File: src/rtl/bsl_pkg.sv
`timescale 1ns / 1ps
`default_nettype none

package bsl_pkg;

	localparam int DEPTH      = 16;
	localparam int DATA_WIDTH = 32;
	localparam int IDX_W      = (DEPTH > 1) ? $clog2(DEPTH) : 1;
	localparam int CNT_W      = $clog2(DEPTH + 1);

	localparam int MODE_W   = 4;
	localparam int POS_W    = 5;
	localparam int VAL_W    = 32;
	localparam int STATUS_W = 3;
	localparam int MATCH_W  = 5;
	localparam int COUNT_W  = 5;

	typedef enum logic [MODE_W-1:0] {
		MD_PUSH_BACK    = 4'd0,
		MD_PUSH_FRONT   = 4'd1,
		MD_INSERT       = 4'd2,
		MD_POP_BACK     = 4'd3,
		MD_POP_FRONT    = 4'd4,
		MD_ERASE        = 4'd5,
		MD_FIND         = 4'd6,
		MD_REMOVE_FIRST = 4'd7,
		MD_REMOVE_ALL   = 4'd8
	} mode_t;

	typedef enum logic [STATUS_W-1:0] {
		STS_OK        = 3'd0,
		STS_FULL      = 3'd1,
		STS_EMPTY     = 3'd2,
		STS_BAD_POS   = 3'd3,
		STS_NOT_FOUND = 3'd4
	} status_t;

	typedef enum logic [1:0] {
		S_IDLE,
		S_UP,
		S_WALK,
		S_DONE
	} state_t;

	typedef struct packed {
		logic                  we;
		logic [IDX_W-1:0]      waddr;
		logic [DATA_WIDTH-1:0] wdata;
		logic                  re;
		logic [IDX_W-1:0]      raddr;
	} mem_req_t;

	typedef struct packed {
		logic keep;
		logic take;
	} walk_dec_t;

	typedef struct packed {
		status_t              status;
		logic [MATCH_W-1:0]   match_index;
		logic [COUNT_W-1:0]   count_now;
		logic                 is_empty;
		logic                 is_full;
		logic [COUNT_W-1:0]   removed_count;
	} res_t;

endpackage

`default_nettype wire

File: src/rtl/bsl_ram.sv
`timescale 1ns / 1ps
`default_nettype none

module bsl_ram #(
	parameter int WIDTH = 32,
	parameter int DEPTH = 16,
	parameter int AW    = (DEPTH > 1) ? $clog2(DEPTH) : 1
) (
	input  wire logic             clk,
	input  wire logic             we,
	input  wire logic [AW-1:0]    waddr,
	input  wire logic [WIDTH-1:0] wdata,
	input  wire logic             re,
	input  wire logic [AW-1:0]    raddr,
	output logic      [WIDTH-1:0] rdata
);

	logic [WIDTH-1:0] mem_q [DEPTH];

	always_ff @(posedge clk) begin
		if (we) begin
			mem_q[waddr] <= wdata;
		end
		if (re) begin
			rdata <= mem_q[raddr];
		end
	end

endmodule

`default_nettype wire

File: src/rtl/bsl_match.sv
`timescale 1ns / 1ps
`default_nettype none

module bsl_match (
	input  wire logic [bsl_pkg::DATA_WIDTH-1:0] rdata,
	input  wire logic [bsl_pkg::DATA_WIDTH-1:0] val,
	input  wire bsl_pkg::mode_t                 mode,
	input  wire logic [bsl_pkg::IDX_W-1:0]      idx,
	input  wire logic [bsl_pkg::IDX_W-1:0]      start,
	input  wire logic                           hit,
	output bsl_pkg::walk_dec_t                  dec
);

	logic eq;
	logic first;

	assign eq    = (rdata == val);
	assign first = eq && !hit;

	always_comb begin
		dec = '0;
		unique case (mode)
			bsl_pkg::MD_REMOVE_ALL: begin
				dec.keep = !eq;
			end
			bsl_pkg::MD_REMOVE_FIRST: begin
				dec.keep = !first;
				dec.take = first;
			end
			bsl_pkg::MD_FIND: begin
				dec.take = first;
			end
			default: begin
				// pop front and erase drop the entry at the start index
				dec.keep = (idx != start);
			end
		endcase
	end

endmodule

`default_nettype wire

File: src/rtl/bsl_ctrl.sv
`timescale 1ns / 1ps
`default_nettype none

module bsl_ctrl (
	input  wire logic                           clk,
	input  wire logic                           arst_n,
	input  wire logic                           in_valid,
	output logic                                in_ready,
	input  wire logic [bsl_pkg::MODE_W-1:0]     mode,
	input  wire logic [bsl_pkg::POS_W-1:0]      position,
	input  wire logic [bsl_pkg::VAL_W-1:0]      value,
	output bsl_pkg::mem_req_t                   mem_req,
	input  wire logic [bsl_pkg::DATA_WIDTH-1:0] rdata,
	input  wire logic                           slot_free,
	output logic                                done,
	output bsl_pkg::res_t                       res
);

	bsl_pkg::state_t state_q, state_d;
	bsl_pkg::mode_t  mode_q, mode_d;
	bsl_pkg::status_t st_q, st_d;

	logic [bsl_pkg::CNT_W-1:0]      cnt_q, cnt_d;
	logic [bsl_pkg::CNT_W-1:0]      rem_q, rem_d;
	logic [bsl_pkg::CNT_W-1:0]      j_q, j_d;
	logic [bsl_pkg::CNT_W-1:0]      rmv_q, rmv_d;
	logic [bsl_pkg::IDX_W-1:0]      rd_q, rd_d;
	logic [bsl_pkg::IDX_W-1:0]      start_q, start_d;
	logic [bsl_pkg::IDX_W-1:0]      match_q, match_d;
	logic [bsl_pkg::DATA_WIDTH-1:0] val_q, val_d;
	logic                           hit_q, hit_d;
	logic                           v_s1, v_d;
	logic [bsl_pkg::IDX_W-1:0]      idx_s1;

	logic               full;
	logic               empty;
	logic               finish;
	bsl_pkg::walk_dec_t dec;

	assign full   = (cnt_q == bsl_pkg::CNT_W'(bsl_pkg::DEPTH));
	assign empty  = (cnt_q == '0);
	assign finish = (rem_q == '0) && !v_s1;

	bsl_match u_match (
		.rdata (rdata),
		.val   (val_q),
		.mode  (mode_q),
		.idx   (idx_s1),
		.start (start_q),
		.hit   (hit_q),
		.dec   (dec)
	);

	always_ff @(posedge clk or negedge arst_n) begin
		if (!arst_n) begin
			state_q <= bsl_pkg::S_IDLE;
			cnt_q   <= '0;
			v_s1    <= 1'b0;
			hit_q   <= 1'b0;
		end else begin
			state_q <= state_d;
			cnt_q   <= cnt_d;
			v_s1    <= v_d;
			hit_q   <= hit_d;
		end
	end

	always_ff @(posedge clk) begin
		mode_q  <= mode_d;
		st_q    <= st_d;
		rem_q   <= rem_d;
		j_q     <= j_d;
		rmv_q   <= rmv_d;
		rd_q    <= rd_d;
		start_q <= start_d;
		match_q <= match_d;
		val_q   <= val_d;
		idx_s1  <= rd_q;
	end

	always_comb begin
		state_d  = state_q;
		mode_d   = mode_q;
		st_d     = st_q;
		cnt_d    = cnt_q;
		rem_d    = rem_q;
		j_d      = j_q;
		rmv_d    = rmv_q;
		rd_d     = rd_q;
		start_d  = start_q;
		match_d  = match_q;
		val_d    = val_q;
		hit_d    = hit_q;
		v_d      = 1'b0;
		mem_req  = '0;
		in_ready = 1'b0;
		done     = 1'b0;

		unique case (state_q)
			bsl_pkg::S_IDLE: begin
				in_ready = 1'b1;
				if (in_valid) begin
					mode_d  = bsl_pkg::mode_t'(mode);
					val_d   = value[bsl_pkg::DATA_WIDTH-1:0];
					st_d    = bsl_pkg::STS_OK;
					hit_d   = 1'b0;
					rmv_d   = '0;
					start_d = '0;
					j_d     = '0;
					rd_d    = '0;
					rem_d   = '0;
					state_d = bsl_pkg::S_DONE;
					case (mode) inside
						bsl_pkg::MD_PUSH_BACK: begin
							if (full) begin
								st_d = bsl_pkg::STS_FULL;
							end else begin
								start_d = cnt_q[bsl_pkg::IDX_W-1:0];
								state_d = bsl_pkg::S_UP;
							end
						end
						bsl_pkg::MD_PUSH_FRONT: begin
							if (full) begin
								st_d = bsl_pkg::STS_FULL;
							end else begin
								rem_d   = cnt_q;
								rd_d    = bsl_pkg::IDX_W'(cnt_q - 1'b1);
								state_d = bsl_pkg::S_UP;
							end
						end
						bsl_pkg::MD_INSERT: begin
							if (full) begin
								st_d = bsl_pkg::STS_FULL;
							end else if (position > bsl_pkg::POS_W'(cnt_q)) begin
								st_d = bsl_pkg::STS_BAD_POS;
							end else begin
								start_d = position[bsl_pkg::IDX_W-1:0];
								rem_d   = cnt_q - bsl_pkg::CNT_W'(position);
								rd_d    = bsl_pkg::IDX_W'(cnt_q - 1'b1);
								state_d = bsl_pkg::S_UP;
							end
						end
						bsl_pkg::MD_POP_BACK: begin
							if (empty) begin
								st_d = bsl_pkg::STS_EMPTY;
							end else begin
								cnt_d = cnt_q - 1'b1;
								rmv_d = bsl_pkg::CNT_W'(1);
							end
						end
						bsl_pkg::MD_ERASE: begin
							if (empty) begin
								st_d = bsl_pkg::STS_EMPTY;
							end else if (position >= bsl_pkg::POS_W'(cnt_q)) begin
								st_d = bsl_pkg::STS_BAD_POS;
							end else begin
								start_d = position[bsl_pkg::IDX_W-1:0];
								rd_d    = position[bsl_pkg::IDX_W-1:0];
								j_d     = bsl_pkg::CNT_W'(position);
								rem_d   = cnt_q - bsl_pkg::CNT_W'(position);
								state_d = bsl_pkg::S_WALK;
							end
						end
						bsl_pkg::MD_POP_FRONT, bsl_pkg::MD_REMOVE_FIRST,
						bsl_pkg::MD_REMOVE_ALL: begin
							if (empty) begin
								st_d = bsl_pkg::STS_EMPTY;
							end else begin
								rem_d   = cnt_q;
								state_d = bsl_pkg::S_WALK;
							end
						end
						bsl_pkg::MD_FIND: begin
							rem_d   = cnt_q;
							state_d = bsl_pkg::S_WALK;
						end
						default: begin
							state_d = bsl_pkg::S_DONE;
						end
					endcase
				end
			end

			bsl_pkg::S_UP: begin
				// shift entries up one place, top first
				if (rem_q != '0) begin
					mem_req.re    = 1'b1;
					mem_req.raddr = rd_q;
					v_d           = 1'b1;
					rem_d         = rem_q - 1'b1;
					rd_d          = rd_q - 1'b1;
				end
				if (v_s1) begin
					mem_req.we    = 1'b1;
					mem_req.waddr = idx_s1 + 1'b1;
					mem_req.wdata = rdata;
				end
				if (finish) begin
					mem_req.we    = 1'b1;
					mem_req.waddr = start_q;
					mem_req.wdata = val_q;
					cnt_d         = cnt_q + 1'b1;
					state_d       = bsl_pkg::S_DONE;
				end
			end

			bsl_pkg::S_WALK: begin
				// scan upward; kept entries are written back at the compacted index
				if (rem_q != '0) begin
					mem_req.re    = 1'b1;
					mem_req.raddr = rd_q;
					v_d           = 1'b1;
					rem_d         = rem_q - 1'b1;
					rd_d          = rd_q + 1'b1;
				end
				if (v_s1 && dec.keep) begin
					mem_req.we    = 1'b1;
					mem_req.waddr = j_q[bsl_pkg::IDX_W-1:0];
					mem_req.wdata = rdata;
					j_d           = j_q + 1'b1;
				end
				if (v_s1 && dec.take) begin
					hit_d   = 1'b1;
					match_d = idx_s1;
				end
				if (finish) begin
					if (mode_q == bsl_pkg::MD_FIND) begin
						st_d = hit_q ? bsl_pkg::STS_OK : bsl_pkg::STS_NOT_FOUND;
					end else begin
						cnt_d = j_q;
						rmv_d = cnt_q - j_q;
						if (mode_q == bsl_pkg::MD_REMOVE_FIRST && !hit_q) begin
							st_d = bsl_pkg::STS_NOT_FOUND;
						end
					end
					state_d = bsl_pkg::S_DONE;
				end
			end

			bsl_pkg::S_DONE: begin
				if (slot_free) begin
					done    = 1'b1;
					state_d = bsl_pkg::S_IDLE;
				end
			end

			default: begin
				state_d = bsl_pkg::S_IDLE;
			end
		endcase
	end

	always_comb begin
		res               = '0;
		res.status        = st_q;
		res.match_index   = hit_q ?
			{{(bsl_pkg::MATCH_W - bsl_pkg::IDX_W){1'b0}}, match_q} : '1;
		res.count_now     = bsl_pkg::COUNT_W'(cnt_q);
		res.is_empty      = (cnt_q == '0);
		res.is_full       = (cnt_q == bsl_pkg::CNT_W'(bsl_pkg::DEPTH));
		res.removed_count = bsl_pkg::COUNT_W'(rmv_q);
	end

endmodule

`default_nettype wire

File: src/rtl/bounded_sequential_list.sv
`timescale 1ns / 1ps
`default_nettype none

// Channel  Handshake              Fields
// in       in_valid / in_ready    mode, position, value
// out      out_valid / out_ready  status, match_index, count_now, is_empty, is_full,
//                                 removed_count
//
// A transaction moves or scans its entries (1 to 16, where there are any) one entry
// per cycle through the single list RAM port pair and the shared compare. A push, insert
// or find with nothing to move or scan, pop back, unknown modes and errors read no entry
// from the RAM. The next accept can come in the same cycle as the result becomes valid.
// in_ready is high only while the sequencer is idle.
// Reset clears the entry count; list storage needs no clearing.
// A stalled result holds in the output register; the next transaction may run
// meanwhile and waits at its end until the register is free.

module bounded_sequential_list (
	input  wire logic                        clk,
	input  wire logic                        arst_n,
	input  wire logic                        in_valid,
	output logic                             in_ready,
	input  wire logic [bsl_pkg::MODE_W-1:0]  mode,
	input  wire logic [bsl_pkg::POS_W-1:0]   position,
	input  wire logic [bsl_pkg::VAL_W-1:0]   value,
	output logic                             out_valid,
	input  wire logic                        out_ready,
	output logic [bsl_pkg::STATUS_W-1:0]     status,
	output logic [bsl_pkg::MATCH_W-1:0]      match_index,
	output logic [bsl_pkg::COUNT_W-1:0]      count_now,
	output logic                             is_empty,
	output logic                             is_full,
	output logic [bsl_pkg::COUNT_W-1:0]      removed_count
);

	bsl_pkg::mem_req_t              mem_req;
	logic [bsl_pkg::DATA_WIDTH-1:0] rdata;
	logic                           slot_free;
	logic                           done;
	bsl_pkg::res_t                  res;
	bsl_pkg::res_t                  res_q;
	logic                           out_valid_q;

	assign slot_free = !out_valid_q || out_ready;

	bsl_ram #(
		.WIDTH (bsl_pkg::DATA_WIDTH),
		.DEPTH (bsl_pkg::DEPTH)
	) u_ram (
		.clk   (clk),
		.we    (mem_req.we),
		.waddr (mem_req.waddr),
		.wdata (mem_req.wdata),
		.re    (mem_req.re),
		.raddr (mem_req.raddr),
		.rdata (rdata)
	);

	bsl_ctrl u_ctrl (
		.clk       (clk),
		.arst_n    (arst_n),
		.in_valid  (in_valid),
		.in_ready  (in_ready),
		.mode      (mode),
		.position  (position),
		.value     (value),
		.mem_req   (mem_req),
		.rdata     (rdata),
		.slot_free (slot_free),
		.done      (done),
		.res       (res)
	);

	always_ff @(posedge clk or negedge arst_n) begin
		if (!arst_n) begin
			out_valid_q <= 1'b0;
		end else if (done) begin
			out_valid_q <= 1'b1;
		end else if (out_ready) begin
			out_valid_q <= 1'b0;
		end
	end

	always_ff @(posedge clk) begin
		if (done) begin
			res_q <= res;
		end
	end

	assign out_valid     = out_valid_q;
	assign status        = res_q.status;
	assign match_index   = res_q.match_index;
	assign count_now     = res_q.count_now;
	assign is_empty      = res_q.is_empty;
	assign is_full       = res_q.is_full;
	assign removed_count = res_q.removed_count;

`ifndef SYNTHESIS
	a_count_bound: assert property (@(posedge clk) disable iff (!arst_n)
		out_valid |-> (count_now <= bsl_pkg::COUNT_W'(bsl_pkg::DEPTH)))
		else $error("count above depth");

	a_error_no_removal: assert property (@(posedge clk) disable iff (!arst_n)
		(out_valid && status != bsl_pkg::STS_OK) |-> (removed_count == '0))
		else $error("error status with entries removed");

	a_match_means_ok: assert property (@(posedge clk) disable iff (!arst_n)
		(out_valid && match_index != '1) |-> (status == bsl_pkg::STS_OK))
		else $error("match index reported without ok status");

	a_busy_after_accept: assert property (@(posedge clk) disable iff (!arst_n)
		(in_valid && in_ready) |=> !in_ready)
		else $error("ready while a transaction is in progress");

	a_flags_exclusive: assert property (@(posedge clk) disable iff (!arst_n)
		out_valid |-> !(is_empty && is_full))
		else $error("empty and full together");
`endif

endmodule

`default_nettype wire
File: config.mk
export PLATFORM = sky130hd
export DESIGN_NAME = bounded_sequential_list
export DESIGN_NICKNAME = d
export VERILOG_FILES = /design/src/rtl/bsl_pkg.sv /design/src/rtl/bsl_ram.sv /design/src/rtl/bsl_match.sv /design/src/rtl/bsl_ctrl.sv /design/src/rtl/bounded_sequential_list.sv
export SDC_FILE = /design/constraint.sdc
export NUM_CORES = 1
export LEC_CHECK = 0
export BUFFER_PORTS_ARGS = -buffer_cell sky130_fd_sc_hd__clkbuf_2
export CORE_MARGIN = 10
export CORE_UTILIZATION = 25
export DETAILED_ROUTE_END_ITERATION = 8
export SLEW_MARGIN = 15
export SYNTH_ARGS = -nofsm -noshare
export SYNTH_HDL_FRONTEND = slang
export SYNTH_HIERARCHICAL = 1
export SYNTH_SLANG_ARGS = --single-unit
export TNS_END_PERCENT = 100
File: constraint.sdc
create_clock -name clk -period 7.45 [get_ports clk]
set_input_delay 0.745 -clock clk [delete_from_list [all_inputs] [get_ports clk]]
set_output_delay 0.745 -clock clk [all_outputs]
set_load 0.03 [all_outputs]
## Word-level counts from Yosys, hierarchy flattened

Memory sizes are Yosys's and may differ from the RTL's. A register that Yosys moved wholly into a read port is not among the register bits.
Index checks and enable logic that the tools add are counted.

- Logic and storage cells: 221
- Memory bits (writable): 512
- Memories kept: 1
- Output and inout bits: 22
- Flip-flop bits (word level): 100
- Bits of input ports: 45

Memory list:

| name | words | width | read ports | clocked after memory_dff | write ports | line | text |
|---|---|---|---|---|---|---|---|
| u_ram.mem_q | 16 | 32 | 1 | 1 | 1 | bsl_ram.sv:18 | `logic [WIDTH-1:0] mem_q [DEPTH];` |

- Equal/unequal tests: 34
- Multiplexer cells: 120
- Add/subtract/negate cells: 9
- Reduce and logical (&&, ||, !) cells: 33
- Magnitude comparators: 2

Operator list:

| operator | count |
|---|---|
| 5-bit 2-to-1 mux | 42 |
| 37-bit 2-to-1 mux | 3 |
| 42-bit case mux with 2 select lines | 1 |
| 4-bit 2-to-1 mux | 19 |
| 3-bit 2-to-1 mux | 13 |
| 32-bit equality test | 1 |
| 2-bit 2-to-1 mux | 16 |
| 5-bit case mux with 2 select lines | 3 |
| 4-bit by 3-bit equality test with 1-bit output (second input constant) | 6 |
| 2-bit by 1-bit inequality test with 1-bit output (second input constant) | 9 |
| 1-bit 2-to-1 mux | 17 |
| 5-bit case mux with 3 select lines | 1 |
| 2-bit inequality test (second input constant) | 7 |
| 4-bit case mux with 3 select lines | 1 |
| 3-bit AND reduction | 4 |
| 4-bit AND reduction | 3 |
| 5-bit by 1-bit adder with 5-bit output (second input constant) | 2 |
| 5-bit logical NOT | 2 |
| 10-bit AND reduction | 1 |
| 5-bit by 1-bit subtractor with 5-bit output (second input constant) | 2 |
| 5-bit subtractor | 2 |
| 4-bit by 1-bit adder with 4-bit output (second input constant) | 2 |
| 4-bit by 2-bit equality test with 1-bit output (second input constant) | 2 |
| 4-bit equality test (second input constant) | 2 |
| 24 further kinds | 37 |

## Depth between registers and ports, before layout

- Depth in word-level cells: 10
- Gate-level depth with buffers: 13
- Gate-level depth less buffers: 11

## By module

The synthesis kept the hierarchy.

Modules (own cells, without submodules):

| module | cells an instance | area an instance (sq um) | times used | sequential area each (sq um) |
|---|---|---|---|---|
| bsl_ram | 838 | 20156.8 | 1 | 16335.7 |
| bsl_ctrl | 477 | 4864.7 | 1 | 2287.2 |
| bounded_sequential_list | 23 | 648.1 | 1 | 625.6 |
| bsl_match | 57 | 447.9 | 1 | 0.0 |

## Least setup slack after synthesis

No wires, ideal clock.

- Path type: reg-to-reg
- Start: register u_ctrl.mode_q[3]
- End: memory u_ram.mem_q[0][0], enable pin
- Required time: 6989 ps
- Path buffers: 2
- Cell stages (with the launch flop): 13
- Arrival time: 4867 ps
- Library setup time: 461 ps
- Path slack: 2122 ps
- Clock period less this slack: 5328 ps
- Path through: edfxtp_1 -> nand3b_1 -> nand3_1 -> nor3_1 -> o32ai_1 -> a21oi_1 -> nor2b_1 -> clkbuf_1 -> clkbuf_1 -> a21oi_1 -> nor2_1 -> or3b_2 -> nor3_1

RTL lines:

| element | line | text |
|---|---|---|
| from (decl) | bsl_ctrl.sv:20 | `bsl_pkg::mode_t mode_q, mode_d;` |
| from (signal assigned) | bsl_ctrl.sv:69 | `mode_q <= mode_d;` |
| to (decl) | bsl_ram.sv:18 |  |

==> results.json <==
{
  "io-pin-count": 67,
  "synth.largest_area_cell": "edfxtp_1",
  "cts_num_sinks": 644,
  "clkTransAtPathRegs_ns": 0.07,
  "track_usage_pct": 10.6,
  "drc_errors": 0,
  "crit_path_top_delay_cell": "nor2b_4",
  "ant_nets": 0,
  "rr_startpoint": "u_ctrl/val_q[5]$_DFFE_PP_",
  "cts_tree": "done",
  "antenna_found_initial": 4,
  "arrival_ns": 5.77,
  "yosys-top-cells-area": "edfxtp_1 (72%), mux4_2 (11%), a22oi_1 (2.9%)",
  "cp-start-kind": "flip-flop",
  "ys_ff_latch": 644,
  "gp_congestion": 0.856,
  "grt_max_degree": 72,
  "postCtsSetupBuffers": 0,
  "fmax_mhz": 181,
  "crit_family": "simple AND/OR/NAND/NOR gates",
  "die-area_mm2": 0.118,
  "outcome": "completed",
  "cp.required_ns": 7.70,
  "synthArstFlopShare_pct": 1.55,
  "cp.buffers_inverters": 1,
  "cellLeakagePower_nw": 9.42,
  "worstReg2RegEnd": "u_ram/mem_q[8][16]$_DFFE_PP_",
  "yosys_warnings": 6,
  "setup_violations": 0,
  "tightest_slew_ns": 1.27,
  "yosysMostFrequentCell": "edfxtp_1",
  "path_class": "flip-flop to flip-flop",
  "hold_class": "input pin to asynchronous set/reset pin",
  "multiInputGateArea_mm2": 0.00655,
  "crit_start": "u_ctrl/val_q[5]$_DFFE_PP_",
  "p_per_area_mw_per_mm2": 394,
  "antenna_cells": 0,
  "yosys.cell_types.count": 68,
  "ys_seq_area_share_pct": 73.7,
  "postCtsResizedCells": 0,
  "die_x_um": 343,
  "avgSynthCellArea_um2": 18.7,
  "rsz0062_at_grt": "false",
  "htreeDepth": 2,
  "drv_cap": 0,
  "num-fill-cells": 10129,
  "grt_pass1_vias": 13723,
  "placedCellCount": 2795,
  "ir_drop_uv": 265,
  "core_area_mm2": 0.104,
  "synthTopCellsByCount": "edfxtp_1 (630), mux4_2 (128), a22oi_1 (100), nor2_1 (72), nand2_1 (70)",
  "num_rows": 118,
  "final_layout_size_suffix_gt1_share_pct": 23.5,
  "slowest_delay_ns": 1.01,
  "final.setup.tns_ns": 0,
  "finalCriticalPeriod_ns": 5.52,
  "wl_per_cell_um": 22.4,
  "synth_top_area_share_pct": 72.4,
  "wl_mm": 64.9,
  "syn_area_mm2": 0.0261,
  "finalCritPeriodShare_pct": 74.1,
  "nets": 1545,
  "fin_skew_ns": 0.0314,
  "seq_area_mm2": 0.0192,
  "cts_root_buf": "clkbuf_16",
  "netlist_instances": 1395,
  "path_max_fanout": 33,
  "drt_iter0_markers": 1280,
  "synth_edf_count": 630,
  "insertion_delay_ns": 0.64,
  "instances_no_fill": 2898,
  "grt_first_pass_wirelength_mm": 94.1,
  "r2r_setup_slack_ns": 1.93,
  "portBuffers": 66,
  "num_vias": 13754,
  "hold_viol": 0,
  "area_delta_synth_final_pct": 16.0,
  "synthFlopType": "edfxtp_1",
  "first_pass_iters": 5,
  "crit_chain": "xor2_1, nor4_1, nand4_1, nor2_1, o32ai_1, a21oi_1, nor2b_4, a21oi_1, nor2_1, nand3b_1, nor3_2, buf_4",
  "cts_buffers": 57,
  "synth_nets": 1465,
  "clockBufferDepth": 3,
  "start_util_pct": 25.2,
  "dp_hpwl_mm": 37.2,
  "finalMaxSlewViolations": 0,
  "die_h_um": 343,
  "max_slew_margin_pct": 15.5,
  "hold_buffers": 0,
  "viasPerCell": 4.75,
  "rr_worst_depth": 12,
  "endpoint_kind": "flip-flop",
  "overflow": 0
}
==> metal layers <==
metal,routed length [um],track usage (%)
met1,28300,15.2
met2,29800,16.5
met3,5870,2.36
met4,963,2.20
met5,14,0
==> flip-flops by register name (all words and copies together) (netlist names), 4 cells and up <==
register,flops
u_ctrl/rd_q,4
match_index,5
u_ctrl/val_q,32
u_ram/rdata,32
u_ctrl/j_q,5
u_ctrl/rem_q,5
u_ctrl/cnt_q,5
u_ctrl/idx_s1,4
u_ctrl/start_q,4
u_ctrl/rmv_q,5
u_ctrl/mode_q,4
u_ctrl/match_q,4
u_ram/mem_q,512
removed_count,5
count_now,5
==> metrics by stage <==
| stage | setup WS (ns) | utilization, % | instance area, um2 | hold WS [ns] | power, mW |
|---|---|---|---|---|---|
| after floorplan | 2.12 | - | 26100 | 0.368 | 7.72 |
| after detailed placement | 2.05 | 27.3 | 28300 | 0.408 | 8.92 |
| after CTS | 2.01 | 29.2 | 30300 | 0.00346 | 12.0 |
| final | 1.93 | 29.2 | 30300 | 0.0291 | 11.9 |
| after global placement | 2.15 | 27.2 | 28200 | 0.402 | 8.75 |
| after global routing | 1.75 | 29.2 | 30300 | 0.0188 | 12.5 |
==> final cells by class <==
class / instances / share of cell area, %
well taps: 1380 / 5.70
multi-input cells: 651 / 21.6
flip-flops and latches: 644 / 63.6
inverters: 27 / 0.376
repair buffers: 94 / 2.24
clock buffers: 63 / 4.85
clock inverters: 39 / 1.63
==> cell families after synthesis <==
kind of cell / share of synthesized area [%]
fa+ha+maj: 1.28
simple gates: 4.55
buf+inv: 1.83
compound gates: 5.44
flops: 73.7
xor+xnor: 1.95
mux: 11.2
==> cells in the final DEF (no fill, tap or decap), types with 6 or more instances in the layout <==
cell type / instances
edfxtp_1: 630
mux4_2: 128
a22oi_1: 100
nand2_1: 70
clkbuf_2: 66
clkbuf_16: 58
nor2_1: 57
xor2_1: 46
o21ai_0: 25
inv_1: 24
a21oi_1: 23
ha_1: 22
buf_4: 20
nand3_1: 15
nor2_4: 15
clkinv_2: 13
xnor2_1: 12
nand2b_1: 12
bufinv_16: 10
clkinv_1: 10
dfrtp_1: 10
nor3_1: 10
nor4_1: 10
a21o_1: 7
nor3_2: 7
a221oi_1: 6
==> report_power, final <==
| group | total [mW] | switching, mW | internal, mW |
|---|---|---|---|
| sequential | 5.14 | 0.284 | 4.85 |
| combinational | 3.69 | 2.29 | 1.40 |
| clock | 3.09 | 1.32 | 1.77 |
| total | 11.9 | 3.89 | 8.03 |
==> worst max path at each step <==
stage,to,cells past startpoint
detailed placement,u_ram/mem_q[8][3]$_DFFE_PP_,12
finish,u_ram/mem_q[8][16]$_DFFE_PP_,12
global route,u_ram/mem_q[8][16]$_DFFE_PP_,12
global placement,u_ram/mem_q[8][8]$_DFFE_PP_,12
floorplan,u_ram/mem_q[0][0]$_DFFE_PP_,12
CTS,u_ram/mem_q[8][16]$_DFFE_PP_,12
(Power assumes the default switching activity.)
